<file path="config.mk">
export PLATFORM = sky130hd
export DESIGN_NAME = hdl_number_literal_lexer
export DESIGN_NICKNAME = d
export VERILOG_FILES = /design/src/hnl_pkg.sv /design/src/hnl_front.sv /design/src/hnl_queue.sv /design/src/hnl_back.sv /design/src/hdl_number_literal_lexer.sv
export VERILOG_INCLUDE_DIRS = /design/src /design/src/src
export SDC_FILE = /design/constraint.sdc
export NUM_CORES = 1
export LEC_CHECK = 0
export BUFFER_PORTS_ARGS = -buffer_cell sky130_fd_sc_hd__buf_2
export CORE_MARGIN = 1
export CORE_UTILIZATION = 30
export DETAILED_ROUTE_END_ITERATION = 16
export PLACE_DENSITY = 0.57
export SETUP_SLACK_MARGIN = 0.3
export SLEW_MARGIN = 10
export SYNTH_ARGS = -nofsm -noshare
export SYNTH_HDL_FRONTEND = slang
export SYNTH_SLANG_ARGS = --single-unit
</file>
<file path="constraint.sdc">
create_clock -name i_clk -period 4.8 [get_ports i_clk]
set_input_delay 0.72 -clock i_clk [delete_from_list [all_inputs] [get_ports i_clk]]
set_output_delay 0.72 -clock i_clk [all_outputs]
set_load 0.01 [all_outputs]
</file>
<file path="src/hdl_number_literal_lexer_defines.svh">
// assertion macros for the lexer top level
`ifndef HDL_NUMBER_LITERAL_LEXER_DEFINES_SVH
`define HDL_NUMBER_LITERAL_LEXER_DEFINES_SVH

// same-cycle implication, checked out of reset
`define HNL_ASSERT_NOW(label, clk, rst_n, ante, cons, msg) \
    label: assert property (@(posedge clk) disable iff (!rst_n) (ante) |-> (cons)) \
        else $error(msg);

// next-cycle implication, checked out of reset
`define HNL_ASSERT_NEXT(label, clk, rst_n, ante, cons, msg) \
    label: assert property (@(posedge clk) disable iff (!rst_n) (ante) |=> (cons)) \
        else $error(msg);

`endif

</file>
<file path="src/hnl_pkg.sv">
`timescale 1ns / 1ps

package hnl_pkg;

    // literal phases
    localparam logic [3:0] PH_START   = 4'd0;
    localparam logic [3:0] PH_FIRST   = 4'd1;
    localparam logic [3:0] PH_SPACE1  = 4'd2;
    localparam logic [3:0] PH_QUOTE   = 4'd3;
    localparam logic [3:0] PH_BASE    = 4'd4;
    localparam logic [3:0] PH_VFIRST  = 4'd5;
    localparam logic [3:0] PH_VALUE   = 4'd6;
    localparam logic [3:0] PH_FRAC1   = 4'd7;
    localparam logic [3:0] PH_FRAC    = 4'd8;
    localparam logic [3:0] PH_EXPSIGN = 4'd9;
    localparam logic [3:0] PH_EXP1    = 4'd10;
    localparam logic [3:0] PH_EXP     = 4'd11;

    // literal kinds
    localparam logic [2:0] K_UNKNOWN = 3'd0;
    localparam logic [2:0] K_REAL    = 3'd1;
    localparam logic [2:0] K_DEC     = 3'd2;
    localparam logic [2:0] K_OCT     = 3'd3;
    localparam logic [2:0] K_BIN     = 3'd4;
    localparam logic [2:0] K_HEX     = 3'd5;

    // flag bits
    localparam int F_SIGNED = 0;
    localparam int F_SIZE   = 1;
    localparam int F_BASE   = 2;
    localparam int F_VALUE  = 3;

    // error codes
    localparam logic [3:0] E_OK             = 4'd0;
    localparam logic [3:0] E_EXPECT_DIGIT   = 4'd1;
    localparam logic [3:0] E_SIZE_NONDEC    = 4'd2;
    localparam logic [3:0] E_SIZE_LEAD_ZERO = 4'd3;
    localparam logic [3:0] E_BAD_BASE       = 4'd4;
    localparam logic [3:0] E_BAD_DIGIT      = 4'd5;
    localparam logic [3:0] E_DEC_NONDEC     = 4'd6;
    localparam logic [3:0] E_BAD_DEC_XZ     = 4'd7;
    localparam logic [3:0] E_REAL_NONDEC    = 4'd8;

    // character roles
    localparam logic [1:0] R_SKIP  = 2'd0;
    localparam logic [1:0] R_FIRST = 2'd1;
    localparam logic [1:0] R_VALUE = 2'd2;
    localparam logic [1:0] R_REAL  = 2'd3;

    // special characters
    localparam logic [7:0] CH_UNDER   = 8'h5f;
    localparam logic [7:0] CH_DOT     = 8'h2e;
    localparam logic [7:0] CH_LOWER_S = 8'h73;
    localparam logic [7:0] CH_QMARK   = 8'h3f;
    localparam logic [7:0] CH_LOWER_E = 8'h65;

    // classified character passed from front to back
    typedef struct packed {
        logic [7:0] ch;
        logic       nul;
        logic       dig;
        logic       zero_dig;
        logic       d01;
        logic       d27;
        logic       d89;
        logic       hexlet;
        logic       space;
        logic       xz;
        logic       quote;
        logic       under;
        logic       dot;
        logic       s_ch;
        logic       is_e;
        logic       plus;
        logic       minus;
        logic [2:0] base_kind;
    } t_char_class;

endpackage

</file>
<file path="src/hnl_front.sv">
`timescale 1ns / 1ps

module hnl_front
    import hnl_pkg::*;
(
    input  logic        i_valid,
    input  logic [7:0]  i_char_in,
    input  logic        i_at_end,
    input  logic        i_full,
    output logic        o_ready,
    output logic        o_push,
    output t_char_class o_item
);

    logic [7:0] c;

    // end of text reads as a nul character
    assign c = i_at_end ? 8'h00 : i_char_in;

    // input handshake into the queue
    assign o_ready = !i_full;
    assign o_push  = i_valid && !i_full;

    // character classification
    always_comb begin
        o_item.ch       = c;
        o_item.nul      = (c == 8'h00);
        o_item.dig      = (c >= "0") && (c <= "9");
        o_item.zero_dig = (c == "0");
        o_item.d01      = (c == "0") || (c == "1");
        o_item.d27      = (c >= "2") && (c <= "7");
        o_item.d89      = (c == "8") || (c == "9");
        o_item.hexlet   = ((c >= "a") && (c <= "f")) || ((c >= "A") && (c <= "F"));
        o_item.space    = (c == " ") || ((c >= 8'd9) && (c <= 8'd13));
        o_item.xz       = (c == "x") || (c == "X") || (c == "z") || (c == "Z")
                          || (c == CH_QMARK);
        o_item.quote    = (c == "'");
        o_item.under    = (c == CH_UNDER);
        o_item.dot      = (c == CH_DOT);
        o_item.s_ch     = (c == CH_LOWER_S) || (c == "S");
        o_item.is_e     = (c == CH_LOWER_E) || (c == "E");
        o_item.plus     = (c == "+");
        o_item.minus    = (c == "-");
        if ((c == "d") || (c == "D")) begin
            o_item.base_kind = K_DEC;
        end else if ((c == "b") || (c == "B")) begin
            o_item.base_kind = K_BIN;
        end else if ((c == "o") || (c == "O")) begin
            o_item.base_kind = K_OCT;
        end else if ((c == "h") || (c == "H")) begin
            o_item.base_kind = K_HEX;
        end else begin
            o_item.base_kind = K_UNKNOWN;
        end
    end

endmodule

</file>
<file path="src/hnl_queue.sv">
`timescale 1ns / 1ps

module hnl_queue
    import hnl_pkg::*;
#(
    parameter int DEPTH = 2
) (
    input  logic        i_clk,
    input  logic        i_rst_n,
    input  logic        i_push,
    input  t_char_class i_item,
    output logic        o_full,
    input  logic        i_pop,
    output logic        o_valid,
    output t_char_class o_item
);

    localparam int PW = (DEPTH > 1) ? $clog2(DEPTH) : 1;
    localparam int CW = $clog2(DEPTH + 1);

    t_char_class r_mem [DEPTH];
    logic [PW-1:0] r_wr_ptr, n_wr_ptr;
    logic [PW-1:0] r_rd_ptr, n_rd_ptr;
    logic [CW-1:0] r_count, n_count;

    assign o_full  = (r_count == CW'(DEPTH));
    assign o_valid = (r_count != '0);
    assign o_item  = r_mem[r_rd_ptr];

    // pointer and fill count update
    always_comb begin
        n_wr_ptr = r_wr_ptr;
        n_rd_ptr = r_rd_ptr;
        n_count  = r_count;
        if (i_push) begin
            n_wr_ptr = (r_wr_ptr == PW'(DEPTH - 1)) ? '0 : r_wr_ptr + 1'b1;
        end
        if (i_pop) begin
            n_rd_ptr = (r_rd_ptr == PW'(DEPTH - 1)) ? '0 : r_rd_ptr + 1'b1;
        end
        if (i_push && !i_pop) begin
            n_count = r_count + 1'b1;
        end else if (!i_push && i_pop) begin
            n_count = r_count - 1'b1;
        end
    end

    always_ff @(posedge i_clk) begin
        if (!i_rst_n) begin
            r_wr_ptr <= '0;
            r_rd_ptr <= '0;
            r_count  <= '0;
        end else begin
            r_wr_ptr <= n_wr_ptr;
            r_rd_ptr <= n_rd_ptr;
            r_count  <= n_count;
        end
    end

    // entry storage
    always_ff @(posedge i_clk) begin
        if (i_push) begin
            r_mem[r_wr_ptr] <= i_item;
        end
    end

endmodule

</file>
<file path="src/hnl_back.sv">
`timescale 1ns / 1ps

module hnl_back
    import hnl_pkg::*;
(
    input  logic        i_clk,
    input  logic        i_rst_n,
    input  logic        i_cfg_we,
    input  logic        i_cfg_data,
    input  logic        i_q_valid,
    input  t_char_class i_item,
    output logic        o_pop,
    input  logic        i_ready,
    output logic        o_valid,
    output logic        o_consumed,
    output logic [1:0]  o_role,
    output logic [7:0]  o_value_char,
    output logic        o_done_res,
    output logic [3:0]  o_error_code,
    output logic [2:0]  o_kind,
    output logic        o_is_signed,
    output logic        o_has_size,
    output logic        o_has_base,
    output logic        o_has_value
);

    logic       r_strict;
    logic [3:0] r_phase, n_phase;
    logic [2:0] r_kind, n_kind;
    logic [3:0] r_flags, n_flags;
    logic       r_fhl, n_fhl;
    logic       r_flz, n_flz;
    logic [1:0] r_cnt, n_cnt;
    logic       r_xz, n_xz;

    logic       r_out_valid;
    logic       r_consumed;
    logic [1:0] r_role;
    logic [7:0] r_vch;
    logic       r_done;
    logic [3:0] r_err;
    logic [2:0] r_kind_out;
    logic [3:0] r_flags_out;

    logic       cons, done, ext, any;
    logic [1:0] role;
    logic [7:0] vch;
    logic [3:0] err;
    logic [3:0] ph;
    t_char_class it;

    assign it    = i_item;
    assign o_pop = i_q_valid && (!r_out_valid || i_ready);

    // digit check against the current base
    always_comb begin
        any = !r_strict;
        if (it.d01) begin
            ext = any || (r_kind == K_OCT) || (r_kind == K_HEX) || (r_kind == K_DEC)
                  || (r_kind == K_BIN);
        end else if (it.d27) begin
            ext = any || (r_kind == K_OCT) || (r_kind == K_HEX) || (r_kind == K_DEC);
        end else if (it.d89) begin
            ext = any || (r_kind == K_HEX) || (r_kind == K_DEC);
        end else if (it.hexlet) begin
            ext = any || (r_kind == K_HEX);
        end else if (it.xz) begin
            ext = any || (r_kind == K_OCT) || (r_kind == K_HEX) || (r_kind == K_BIN)
                  || (r_kind == K_DEC);
        end else begin
            ext = 1'b0;
        end
    end

    // phase step for one character
    always_comb begin
        cons    = 1'b0;
        role    = R_SKIP;
        vch     = 8'h00;
        done    = 1'b0;
        err     = E_OK;
        n_phase = r_phase;
        n_kind  = r_kind;
        n_flags = r_flags;
        n_fhl   = r_fhl;
        n_flz   = r_flz;
        n_cnt   = r_cnt;
        n_xz    = r_xz;
        ph      = (r_phase > PH_EXP) ? PH_START : r_phase;
        case (ph)
            PH_START: begin
                if (it.quote) begin
                    cons    = 1'b1;
                    n_phase = PH_QUOTE;
                end else if (it.dig) begin
                    cons    = 1'b1;
                    role    = R_FIRST;
                    vch     = it.ch;
                    n_flz   = it.zero_dig;
                    n_fhl   = 1'b0;
                    n_phase = PH_FIRST;
                end else begin
                    done = 1'b1;
                    err  = E_EXPECT_DIGIT;
                end
            end
            PH_FIRST, PH_SPACE1: begin
                if ((ph == PH_FIRST) && it.under) begin
                    cons = 1'b1;
                end else if ((ph == PH_FIRST) && (it.dig || it.hexlet)) begin
                    cons = 1'b1;
                    role = R_FIRST;
                    vch  = it.ch;
                    if (!it.dig) begin
                        n_fhl = 1'b1;
                    end
                end else if ((ph == PH_FIRST) && it.dot) begin
                    if (r_fhl) begin
                        done = 1'b1;
                        err  = E_REAL_NONDEC;
                    end else begin
                        cons    = 1'b1;
                        role    = R_REAL;
                        vch     = it.ch;
                        n_kind  = K_REAL;
                        n_phase = PH_FRAC1;
                    end
                end else if (it.space) begin
                    cons    = 1'b1;
                    n_phase = PH_SPACE1;
                end else if (it.quote) begin
                    if (r_fhl) begin
                        done = 1'b1;
                        err  = E_SIZE_NONDEC;
                    end else if (r_flz) begin
                        done = 1'b1;
                        err  = E_SIZE_LEAD_ZERO;
                    end else begin
                        cons            = 1'b1;
                        n_flags[F_SIZE] = 1'b1;
                        n_phase         = PH_QUOTE;
                    end
                end else begin
                    n_kind = K_DEC;
                    done   = 1'b1;
                    if (r_strict && r_fhl) begin
                        err = E_DEC_NONDEC;
                    end
                end
            end
            PH_QUOTE, PH_BASE: begin
                if ((ph == PH_QUOTE) && it.s_ch) begin
                    cons              = 1'b1;
                    n_flags[F_SIGNED] = 1'b1;
                    n_phase           = PH_BASE;
                end else if (it.base_kind == K_UNKNOWN) begin
                    done = 1'b1;
                    err  = E_BAD_BASE;
                end else begin
                    cons            = 1'b1;
                    n_kind          = it.base_kind;
                    n_flags[F_BASE] = 1'b1;
                    n_phase         = PH_VFIRST;
                end
            end
            PH_VFIRST: begin
                if (it.space) begin
                    cons = 1'b1;
                end else if (ext) begin
                    cons    = 1'b1;
                    role    = R_VALUE;
                    vch     = it.ch;
                    n_cnt   = 2'd1;
                    n_xz    = it.xz;
                    n_phase = PH_VALUE;
                end else begin
                    done = 1'b1;
                    if (r_strict) begin
                        err = E_BAD_DIGIT;
                    end
                end
            end
            PH_VALUE: begin
                if (it.under) begin
                    cons = 1'b1;
                end else if (ext) begin
                    cons = 1'b1;
                    role = R_VALUE;
                    vch  = it.ch;
                    if (r_cnt != 2'd3) begin
                        n_cnt = r_cnt + 2'd1;
                    end
                    if (it.xz) begin
                        n_xz = 1'b1;
                    end
                end else begin
                    done = 1'b1;
                    if (r_strict && !(it.nul || it.space)) begin
                        err = E_BAD_DIGIT;
                    end else if (r_strict && (r_kind == K_DEC) && r_xz && (r_cnt != 2'd1)) begin
                        err = E_BAD_DEC_XZ;
                    end else begin
                        n_flags[F_VALUE] = 1'b1;
                    end
                end
            end
            PH_FRAC1, PH_EXP1: begin
                if (it.dig) begin
                    cons    = 1'b1;
                    role    = R_REAL;
                    vch     = it.ch;
                    n_phase = (ph == PH_FRAC1) ? PH_FRAC : PH_EXP;
                end else begin
                    done = 1'b1;
                    err  = E_EXPECT_DIGIT;
                end
            end
            PH_FRAC, PH_EXP: begin
                if (it.under) begin
                    cons = 1'b1;
                end else if (it.dig) begin
                    cons = 1'b1;
                    role = R_REAL;
                    vch  = it.ch;
                end else if ((ph == PH_FRAC) && it.is_e) begin
                    cons    = 1'b1;
                    role    = R_REAL;
                    vch     = CH_LOWER_E;
                    n_phase = PH_EXPSIGN;
                end else begin
                    done = 1'b1;
                end
            end
            default: begin
                // exponent sign
                if (it.plus) begin
                    cons    = 1'b1;
                    n_phase = PH_EXP1;
                end else if (it.minus) begin
                    cons    = 1'b1;
                    role    = R_REAL;
                    vch     = it.ch;
                    n_phase = PH_EXP1;
                end else if (it.dig) begin
                    cons    = 1'b1;
                    role    = R_REAL;
                    vch     = it.ch;
                    n_phase = PH_EXP;
                end else begin
                    done = 1'b1;
                    err  = E_EXPECT_DIGIT;
                end
            end
        endcase
    end

    // strict check register
    always_ff @(posedge i_clk) begin
        if (!i_rst_n) begin
            r_strict <= 1'b0;
        end else if (i_cfg_we) begin
            r_strict <= i_cfg_data;
        end
    end

    // literal state, back to reset values once a literal completes
    always_ff @(posedge i_clk) begin
        if (!i_rst_n || (o_pop && done)) begin
            r_phase <= PH_START;
            r_kind  <= K_UNKNOWN;
            r_flags <= '0;
            r_fhl   <= 1'b0;
            r_flz   <= 1'b0;
            r_cnt   <= 2'd0;
            r_xz    <= 1'b0;
        end else if (o_pop) begin
            r_phase <= n_phase;
            r_kind  <= n_kind;
            r_flags <= n_flags;
            r_fhl   <= n_fhl;
            r_flz   <= n_flz;
            r_cnt   <= n_cnt;
            r_xz    <= n_xz;
        end
    end

    // output register valid
    always_ff @(posedge i_clk) begin
        if (!i_rst_n) begin
            r_out_valid <= 1'b0;
        end else if (o_pop) begin
            r_out_valid <= 1'b1;
        end else if (i_ready) begin
            r_out_valid <= 1'b0;
        end
    end

    // output register payload
    always_ff @(posedge i_clk) begin
        if (o_pop) begin
            r_consumed  <= cons;
            r_role      <= role;
            r_vch       <= vch;
            r_done      <= done;
            r_err       <= err;
            r_kind_out  <= n_kind;
            r_flags_out <= n_flags;
        end
    end

    assign o_valid      = r_out_valid;
    assign o_consumed   = r_consumed;
    assign o_role       = r_role;
    assign o_value_char = r_vch;
    assign o_done_res   = r_done;
    assign o_error_code = r_err;
    assign o_kind       = r_kind_out;
    assign o_is_signed  = r_flags_out[F_SIGNED];
    assign o_has_size   = r_flags_out[F_SIZE];
    assign o_has_base   = r_flags_out[F_BASE];
    assign o_has_value  = r_flags_out[F_VALUE];

endmodule

</file>
<file path="src/hdl_number_literal_lexer.sv">
// Number-literal lexer: takes one character per transfer and returns one result per
// character, giving consumption, value character, completion, kind, flags and error
// code. It sustains one character per clock cycle while the consumer does not stall;
// each character is registered in the queue, and its result in the output register. A
// character queue of QUEUE_DEPTH entries sits between the classifier and the phase
// logic, and an output register holds a result while the consumer stalls. A
// character that ends a literal is not consumed and must be sent again. No start-up
// pass is needed after reset. The user writes the strict-check register through
// i_cfg_we / i_cfg_data only while the block is idle; the block does not enforce it.
`timescale 1ns / 1ps

`include "hdl_number_literal_lexer_defines.svh"

module hdl_number_literal_lexer
    import hnl_pkg::*;
#(
    parameter int QUEUE_DEPTH = 2
) (
    input  logic       i_clk,
    input  logic       i_rst_n,
    input  logic       i_cfg_we,
    input  logic       i_cfg_data,
    input  logic       i_valid,
    output logic       o_ready,
    input  logic [7:0] i_char_in,
    input  logic       i_at_end,
    output logic       o_valid,
    input  logic       i_ready,
    output logic       o_consumed,
    output logic [1:0] o_role,
    output logic [7:0] o_value_char,
    output logic       o_done_res,
    output logic [3:0] o_error_code,
    output logic [2:0] o_kind,
    output logic       o_is_signed,
    output logic       o_has_size,
    output logic       o_has_base,
    output logic       o_has_value
);

    logic        push, full, q_valid, pop;
    t_char_class front_item, q_item;

    // classifier
    hnl_front u_front (
        .i_valid   (i_valid),
        .i_char_in (i_char_in),
        .i_at_end  (i_at_end),
        .i_full    (full),
        .o_ready   (o_ready),
        .o_push    (push),
        .o_item    (front_item)
    );

    // character queue
    hnl_queue #(
        .DEPTH (QUEUE_DEPTH)
    ) u_queue (
        .i_clk   (i_clk),
        .i_rst_n (i_rst_n),
        .i_push  (push),
        .i_item  (front_item),
        .o_full  (full),
        .i_pop   (pop),
        .o_valid (q_valid),
        .o_item  (q_item)
    );

    // phase logic and output register
    hnl_back u_back (
        .i_clk        (i_clk),
        .i_rst_n      (i_rst_n),
        .i_cfg_we     (i_cfg_we),
        .i_cfg_data   (i_cfg_data),
        .i_q_valid    (q_valid),
        .i_item       (q_item),
        .o_pop        (pop),
        .i_ready      (i_ready),
        .o_valid      (o_valid),
        .o_consumed   (o_consumed),
        .o_role       (o_role),
        .o_value_char (o_value_char),
        .o_done_res   (o_done_res),
        .o_error_code (o_error_code),
        .o_kind       (o_kind),
        .o_is_signed  (o_is_signed),
        .o_has_size   (o_has_size),
        .o_has_base   (o_has_base),
        .o_has_value  (o_has_value)
    );

    // an error always ends the literal and leaves the character unconsumed
    `HNL_ASSERT_NOW(a_err_done, i_clk, i_rst_n, o_valid && (o_error_code != E_OK), o_done_res && !o_consumed, "error without completion")
    // a value character is only produced for a consumed character
    `HNL_ASSERT_NOW(a_role_cons, i_clk, i_rst_n, o_valid && (o_role != R_SKIP), o_consumed, "role on unconsumed character")
    // skipped characters add nothing to the value text
    `HNL_ASSERT_NOW(a_skip_zero, i_clk, i_rst_n, o_valid && (o_role == R_SKIP), o_value_char == 8'h00, "value character on skipped character")
    // a popped character is always in the output register next cycle
    `HNL_ASSERT_NEXT(a_pop_out, i_clk, i_rst_n, pop, o_valid, "popped character lost")

endmodule

</file>
==> impl_results.md, run 1 <==
* Status: complete, no violations
* Worst skew pair latency at 350 ps
* Hold wc startpoint: u_back.r_flags[2]
* DR pass1 iterations at 5
* DPL Wire Length at 9.49 mm
* Crit path launch type: register
* Post-Syn Instances at between 400 and 500
* Num ports at 40
* Cell area after synthesis at approximately 5300 um2
* Largest cells by area after synthesis: edfxtp_1 44%, dfxtp_1 8.8%, mux2i_1 5.0%
* Initial DRC Count at about 300
* WL per Instance at 17.3 um
* Syn Area/Cell at between 10 and 15 um2
* Post-CTS resize count at 0
* Register-to-register setup slack at 1650 ps
* Buffer type at the clock tree root: clkbuf_16
* Cell family with most CP delay: compound AO/OA/AOI/OAI gates
* Vias in the first global route at 3,780
* Synth area leader: edfxtp_1
* Crit. End Element: register
* DRC viols at 0
* Critical-path cell list: mux2_2 -> o32ai_1 -> a32o_1 -> a211oi_2 -> a22oi_4 -> nor3_1
* Die X at around 130 um
* Global placer's final weighted congestion at between 0.9 and 1
* Cell count after placement at 729
* Most frequent cell after synthesis: edfxtp_1
* Max Fclk at between 300 and 400 MHz
* Routed wire length at between 10 and 15 mm
* Synth-to-layout area growth at 13.1%
* Seq/Total Area, Yosys at 0.528
* Post-route setup TNS at 0 ps
* Longest Clk Path Bufs at 2
* Die Y at around 130 um
* Starting density of the core at 0.306
* Max cap viols at 0
* Row count at 48
* Layout net count at 536
* Via count at roughly 4k
* Port Buf Inserts at 39
* Hold_buf cts at 0
* Final setup vio count at 0
* Crit path arrival time at between 3000 and 4000 ps
* Worst VDD drop at between 0.15 and 0.2 mV
* Clock sinks at 100
* GR Overflow Total at 0
* Worst-path clk slew at about 60 ps
* Min-delay worst type: reg -> reg
* Setup bufs post-CTS at 0
* Finished Layout Cells at approximately 750
* P per Cell Area at between 500 and 600 nW/um2
* CP max stage cell: dfxtp_2
* Crit path buf inv count at 0
* H-tree levels at 3
* Antenna violations before repair at 0
* Max stage delay on crit path at approximately 1100 ps
* Most common library cells after synthesis: 77 x edfxtp_1, 51 x nor2_1, 30 x nand2_1
* Global-route wire length before repair at between 20 and 25 mm
* Core area at around 17,000 um2
* Die Area at ~18,000 um2
* Worst EP required at around 5000 ps
* Critical path type: reg -> reg
* Antenna Nets Post-Route at 0
* Mapped Nets at 505
* All-layer global routing usage at 0.149
* Post-synth EDFFs at just under 80
* Yosys reg bits at 100
* Ys Warns at 0
* Max FO, Critical Path at between 40 and 50
* Final Critical Period at between 3000 and 4000 ps
* Fin crit share at 0.656
* Vias per inst at approximately 5.4
* CTS tree: built
* Synth unique cells at 72
* # diodes at 0
* Count of pins over their slew limit at 0
* Ratio of cells with drive above 1 in the final layout at 0.160
* Synth top area share at 0.440
* Fin. Hold Viols at 0
* Top FF cell, synth: edfxtp_1
* Static Leak at between 0.002 and 0.0025 uW
* Clk_skew at around 9.5 ps
* Slew margin rel. at 0.273
* Ys async rst share at 0
* Clock buffer count from CTS at 9
* Largest net degree at the start of global routing at 47
* RSZ-0062 raised after global routing: no
* Slew @ Worst Pin at between 1000 and 1500 ps
==> power by group <==
group	internal (uW)	switching, uW
clock	406	315
combinational	488	804
sequential	1210	179
==> worst paths after layout <==
| path | to | cells after the start |
|---|---|---|
| hold / removal | u_back.r_flags[2] | 2 |
| setup reg to reg | u_back.r_cnt[0] | 6 |
| setup / recovery | u_back.r_cnt[0] | 6 |
| hold reg to reg | u_back.r_flags[2] | 2 |
==> cell families (layout without fill, tap and decap cells) <==
group	count (synthesis)	after routing	share of synthesized area
xor+xnor	7	7	0.0117
compound gates	110	110	0.155
flops	100	100	0.528
fa+ha+maj	6	6	0.0143
mux	30	30	0.0581
simple gates	189	189	0.197
buf+inv	42	78	0.0353
==> per-stage QoR <==
| step | hold slack (ps) | total power [uW] | utilization | worst slack, ps | instance area, um2 |
|---|---|---|---|---|---|
| floorplan | 428 | 2300 | - | 2170 | 5250 |
| global placement | 441 | 2680 | 0.329 | 1730 | 5640 |
| detailed placement | 449 | 2700 | 0.329 | 1670 | 5640 |
| CTS | 477 | 3430 | 0.346 | 1630 | 5940 |
| global route | 512 | 3620 | 0.346 | 1400 | 5940 |
| finish | 473 | 3410 | 0.346 | 1650 | 5940 |
==> final cells by class <==
| cell class | instances | area (um2) |
|---|---|---|
| fill | 1751 | 11200 |
| sequential | 100 | 2770 |
| multi-input combinational | 342 | 2300 |
| tap | 225 | 282 |
| clock buffer | 11 | 233 |
| timing repair buffer | 42 | 218 |
| inverter | 20 | 75.1 |
| clock inverter | 5 | 60.1 |
==> registers in the layout, indices dropped and copies added (netlist names), 2 cells and up, named ones only <==
name                 flops
u_back.o_error_code      4
u_back.o_kind            3
u_back.o_role            2
u_back.o_value_char      8
u_back.r_cnt             2
u_back.r_flags           4
u_back.r_flags_out       4
u_back.r_kind            3
u_back.r_phase           4
u_queue.r_count          2
u_queue.r_mem           54
==> cells in the final DEF (no fill, tap or decap), types with 6 or more instances in the layout <==
master	synthesis	routed
nand2_1	30	30
o211ai_1	8	8
dfxtp_1	23	22
nor2_1	51	50
o21ai_0	19	19
a21oi_1	24	24
clkbuf_16	0	9
nand3_1	10	10
nor2b_1	8	8
ha_1	6	6
edfxtp_1	77	77
a31oi_1	6	6
mux2i_1	26	26
nand2b_1	12	12
nor4_1	8	8
nor3_1	23	23
buf_2	7	39
inv_1	19	19
==> metal layers <==
metal,global-route usage,share of wire,wire [um]
met1,0.194,0.45,5730
met2,0.241,0.48,6140
met3,0.0314,0.058,749
met4,0.0618,0.020,263
met5,0,0,0
==> worst reg2reg max path, delay by kind of cell (launching register included) <==
family	cells	cell delay (ps)
mux	1	510
compound gates	4	1330
simple gates	1	130
flops	1	1050
Note: power is estimated with default switching activity, not from simulation.
==> inputs of run 2 (changes only) <==
--- a/config.mk
+++ b/config.mk
@@ -6,11 +6,12 @@
 export SDC_FILE = /design/constraint.sdc
 export NUM_CORES = 1
 export LEC_CHECK = 0
+export ABC_AREA = 1
 export BUFFER_PORTS_ARGS = -buffer_cell sky130_fd_sc_hd__buf_2
 export CORE_MARGIN = 1
 export CORE_UTILIZATION = 30
 export DETAILED_ROUTE_END_ITERATION = 16
-export PLACE_DENSITY = 0.57
+export PLACE_DENSITY = 0.56
 export SETUP_SLACK_MARGIN = 0.3
 export SLEW_MARGIN = 10
 export SYNTH_ARGS = -nofsm -noshare
==> constraint.sdc (replaced) <==
create_clock -name i_clk -period 2.98 [get_ports i_clk]
set_input_delay 0.447 -clock i_clk [delete_from_list [all_inputs] [get_ports i_clk]]
set_output_delay 0.447 -clock i_clk [all_outputs]
set_load 0.01 [all_outputs]
==> run 2 against run 1 <==
Against the previous run:
- total power rose by 64%
- highest routed layer unchanged
- clock power rose by 58%
- global-route usage fell by 0.54 points
- synthesized area rose by 3.6%
- combinational power rose by 84%
==> impl_results.md, run 2 <==
* Die X at 137 um (+1.7%)
* Antenna Nets Post-Route at 0 (unchanged)
* Cell family with most CP delay: simple AND/OR/NAND/NOR gates
* Min-Delay Endpoint: u_back.r_strict
* Flop pwr share at 0.371 (-0.038)
* Status: complete, no violations
* Initial DRC Count at 268 (-13%)
* Fin Hold WS at 277 ps (-197 ps)
* Global-route wire length before repair at 20.1 mm (-1.2%)
* Global placer's final weighted congestion at 0.913 (-0.94%)
* M1 GR Usage at 0.184 (-0.0104)
* Synth top area share at 0.425 (-0.0152)
* Cell area after synthesis at 5440 um2 (+3.6%)
* Critical-path cell list: buf_6 -> nand2_1 -> nand2_1 -> nand2_1 -> o21ai_2 -> nand3_2 -> nor2_2 -> nor2_2 -> nand3_2 -> nand2_2 -> nand2_4 -> nor2_1
* Finished Layout Cells at 922 (+24%)
* XOR/XNOR share of the synthesized area at 0.00161 (-0.0101)
* Most common library cells after synthesis: 170 x nand2_1, 94 x inv_1, 77 x edfxtp_1
* Crit-path most repeated cell: nand2_1
* Most frequent cell after synthesis: nand2_1
* Static Leak at 0.00270 uW (+31%)
* Routed wire length at 12.3 mm (-4.6%)
* RSZ-0062 raised after global routing: no
* Synth area leader: edfxtp_1
* Register Area at 2770 um2 (about the same)
* Post-Syn Instances at 647 (+34%)
* RR Endpoint: u_back.r_phase[1]
* Clock sinks at 100 (unchanged)
* Ys Warns at 0 (unchanged)
* Most common cell after layout, fill and taps aside: nand2_1
* CP max stage cell: dfxtp_1
* Clk_skew at 9.06 ps (-0.424 ps)
* Antenna violations before repair at 0 (unchanged)
* Sw power at 2330 uW (+79%)
* Number of fill cells in the layout at 1,780 (+1.7%)
* DR pass1 iterations at 5 (unchanged)
* Vias per inst at 4.61 (-15%)
* Syn Area/Cell at 8.41 um2 (-23%)
* Largest Register: u_queue.r_mem
* Worst-path clk slew at 70 ps (about the same)
* Critical path type: reg -> reg
* Met2 Track Usage GR at 0.232 (-0.00883)
* WL per Instance at 13.3 um (-23%)
* Worst VDD drop at 0.330 mV (+69%)
* Cells on worst reg2reg path at 12 (+6)
* Seq/Total Area, Yosys at 0.510 (-0.0182)
* Starting density of the core at 0.311 (+0.00549)
* Largest family of logic cells by synthesized area: simple AND/OR/NAND/NOR gates
* Max Fclk at 419 MHz (+32%)
* Hold wc startpoint: i_cfg_we
* Worst skew pair latency at 360 ps (about the same)
* Clock power frac at 0.203 (-0.009)
* Max FO, Critical Path at 26 (-43%)
* Fin crit share at 0.800 (+0.144)
* Multi-input gate area at 2170 um2 (-5.4%)
* # diodes at 0 (unchanged)
* Ratio of cells with drive above 1 in the final layout at 0.179 (+0.0197)
* P per Cell Area at 911 nW/um2 (+59%)
* Yosys reg bits at 100 (unchanged)
* Clock buffer count from CTS at 9 (unchanged)
* Layout net count at 713 (+33%)
* Slew margin rel. at 0.657 (+0.384)
* Via count at 4,246 (+5.8%)
* DRC viols at 0 (unchanged)
* Fin. Hold Viols at 0 (unchanged)
* Buffer type at the clock tree root: clkbuf_16
* Hold Path Depth at 2 (unchanged)
* Cell count after placement at 906 (+24%)
* Count of pins over their slew limit at 0 (unchanged)
* Die Y at 137 um (+1.7%)
* Largest cells by area after synthesis: edfxtp_1 43%, nand2_1 12%, dfxtp_1 8.5%
* Synth Area in Simple Gates at 0.301 (+0.104)
* Die Area at 18,700 um2 (+3.5%)
* Min-delay worst type: in -> reg
* CTS tree: built
* Crit path launch type: register
* Synth unique cells at 44 (-39%)
* Post-route setup TNS at 0 ps (unchanged)
* Max stage delay on crit path at 530 ps (-520 ps)
* Synth-to-layout area growth at 13.1% (about the same)
* Crit. End Element: register
* Pint at 3270 uW (+55%)
* Largest net degree at the start of global routing at 29 (-38%)
* Register-to-register setup slack at 600 ps (-1060 ps)
* Top Usage Layer GRT: met2
* Met3 usage at 0.0237 (-0.00766)
* All-layer global routing usage at 0.144 (-0.00537)
* Combinational power share at 0.426 (+0.047)
* Longest Clk Path Bufs at 2 (unchanged)
* Max cap viols at 0 (unchanged)
* Commonest cells after routing, fill and taps aside: 170 x nand2_1, 94 x inv_1, 77 x edfxtp_1
* GR Overflow Total at 0 (unchanged)
* Total chip power at 5600 uW (+64%)
* DPL Wire Length at 9.45 mm (-0.35%)
* Post-synthesis mux area share at 0.00736 (-0.0508)
* Crit path arrival time at 2620 ps (-740 ps)
* Post-synth EDFFs at 77 (unchanged)
* Final Critical Period at 2380 ps (-764 ps)
* Synth Area in Compound Gates at 0.0741 (-0.0813)
* Row count at 48 (unchanged)
* Worst EP required at 3210 ps (-1800 ps)
* Hold_buf cts at 0 (unchanged)
* Top FF cell, synth: edfxtp_1
* Switching share of power at 0.416 (+0.0348)
* Final setup vio count at 0 (unchanged)
* Largest register FFs at 54 (unchanged)
* Vias in the first global route at 3,996 (+5.7%)
* Setup WS pre-CTS at 518 ps (-1150 ps)
* Core area at 17,500 um2 (+1.7%)
* Slew @ Worst Pin at 510 ps (-581 ps)
* Post-synthesis adder-cell area fraction at 0.0138 (-0.000493)
* Ys async rst share at 0 (unchanged)
* H-tree levels at 3 (unchanged)
* Port Buf Inserts at 39 (unchanged)
* Setup ws final at 596 ps (-1060 ps)
* Num ports at 40 (unchanged)
* Crit path buf inv count at 1 (+1)
* Mapped Nets at 668 (+32%)
==> run 2: changes by cell type in the layout (fill, tap and decap cells not counted), moves of 10 or more <==
cell / before / now
inv_1: 19 / 94
mux2i_1: 26 / 4
nand2_1: 30 / 170
nand2_2: 0 / 22
nand2b_1: 12 / 0
nand3_1: 10 / 33
nand4_1: 2 / 13
nor2_1: 50 / 71
nor2_2: 1 / 11
nor2_4: 0 / 10
nor3_1: 23 / 12
==> run 2: area by class of cell <==
class,count,share of cell area
flip-flops and latches,100,0.451
multi-input cells,434,0.353
inverters,102,0.0627
well taps,225,0.0458
repair buffers,45,0.0397
clock buffers,9,0.0366
clock inverters,7,0.0114
==> run 2: worst max-delay path by stage <==
stage	startpoint	depth (start not counted)	end
finish	register	12	u_back.r_phase[1]
global route	register	12	u_back.r_phase[3]
CTS	register	12	u_back.r_phase[1]
detailed placement	register	12	u_back.r_xz
global placement	register	13	u_back.r_kind[0]
floorplan	u_queue.r_count[0]	4	u_queue.r_mem[1][0]
==> run 2: logic make-up after synthesis <==
group,Yosys count
AOI/OAI and AO/OA,67
xor gates and xnor gates,1
adders and majority gates,6
buffers and inverters,113
DFF,100
muxes,4
and+or+nand+nor,356
==> run 2: routing by layer <==
metal	up-vias	wire [um]
li1	2190	-
met1	1909	5710
met2	124	5560
met3	23	642
met4	0	384
met5	-	0
==> run 2: repair_timing <==
action	4_1_cts	5_1_grt
buffers inserted	0	0
gates resized for setup	0	1
setup endpoints to repair	0	8
==> run 2: per-stage QoR <==
| stage | instance area (um2) | util |
|---|---|---|
| 6_report | 6150 | 0.352 |
| 2_1_floorplan | 5440 | - |
| 5_1_grt | 6150 | 0.352 |
| 3_3_place_gp | 5850 | 0.335 |
| 4_1_cts | 6150 | 0.352 |
| 3_5_place_dp | 5850 | 0.335 |
==> run 2: power by group through the flow <==
stage	combinational [uW]	sequential, uW	clock (uW)
global placement	2400	2110	0
detailed placement	2400	2110	0
finish	2380	2080	1140
global route	2700	2120	1230
floorplan	1750	2160	0
CTS	2400	2080	1170
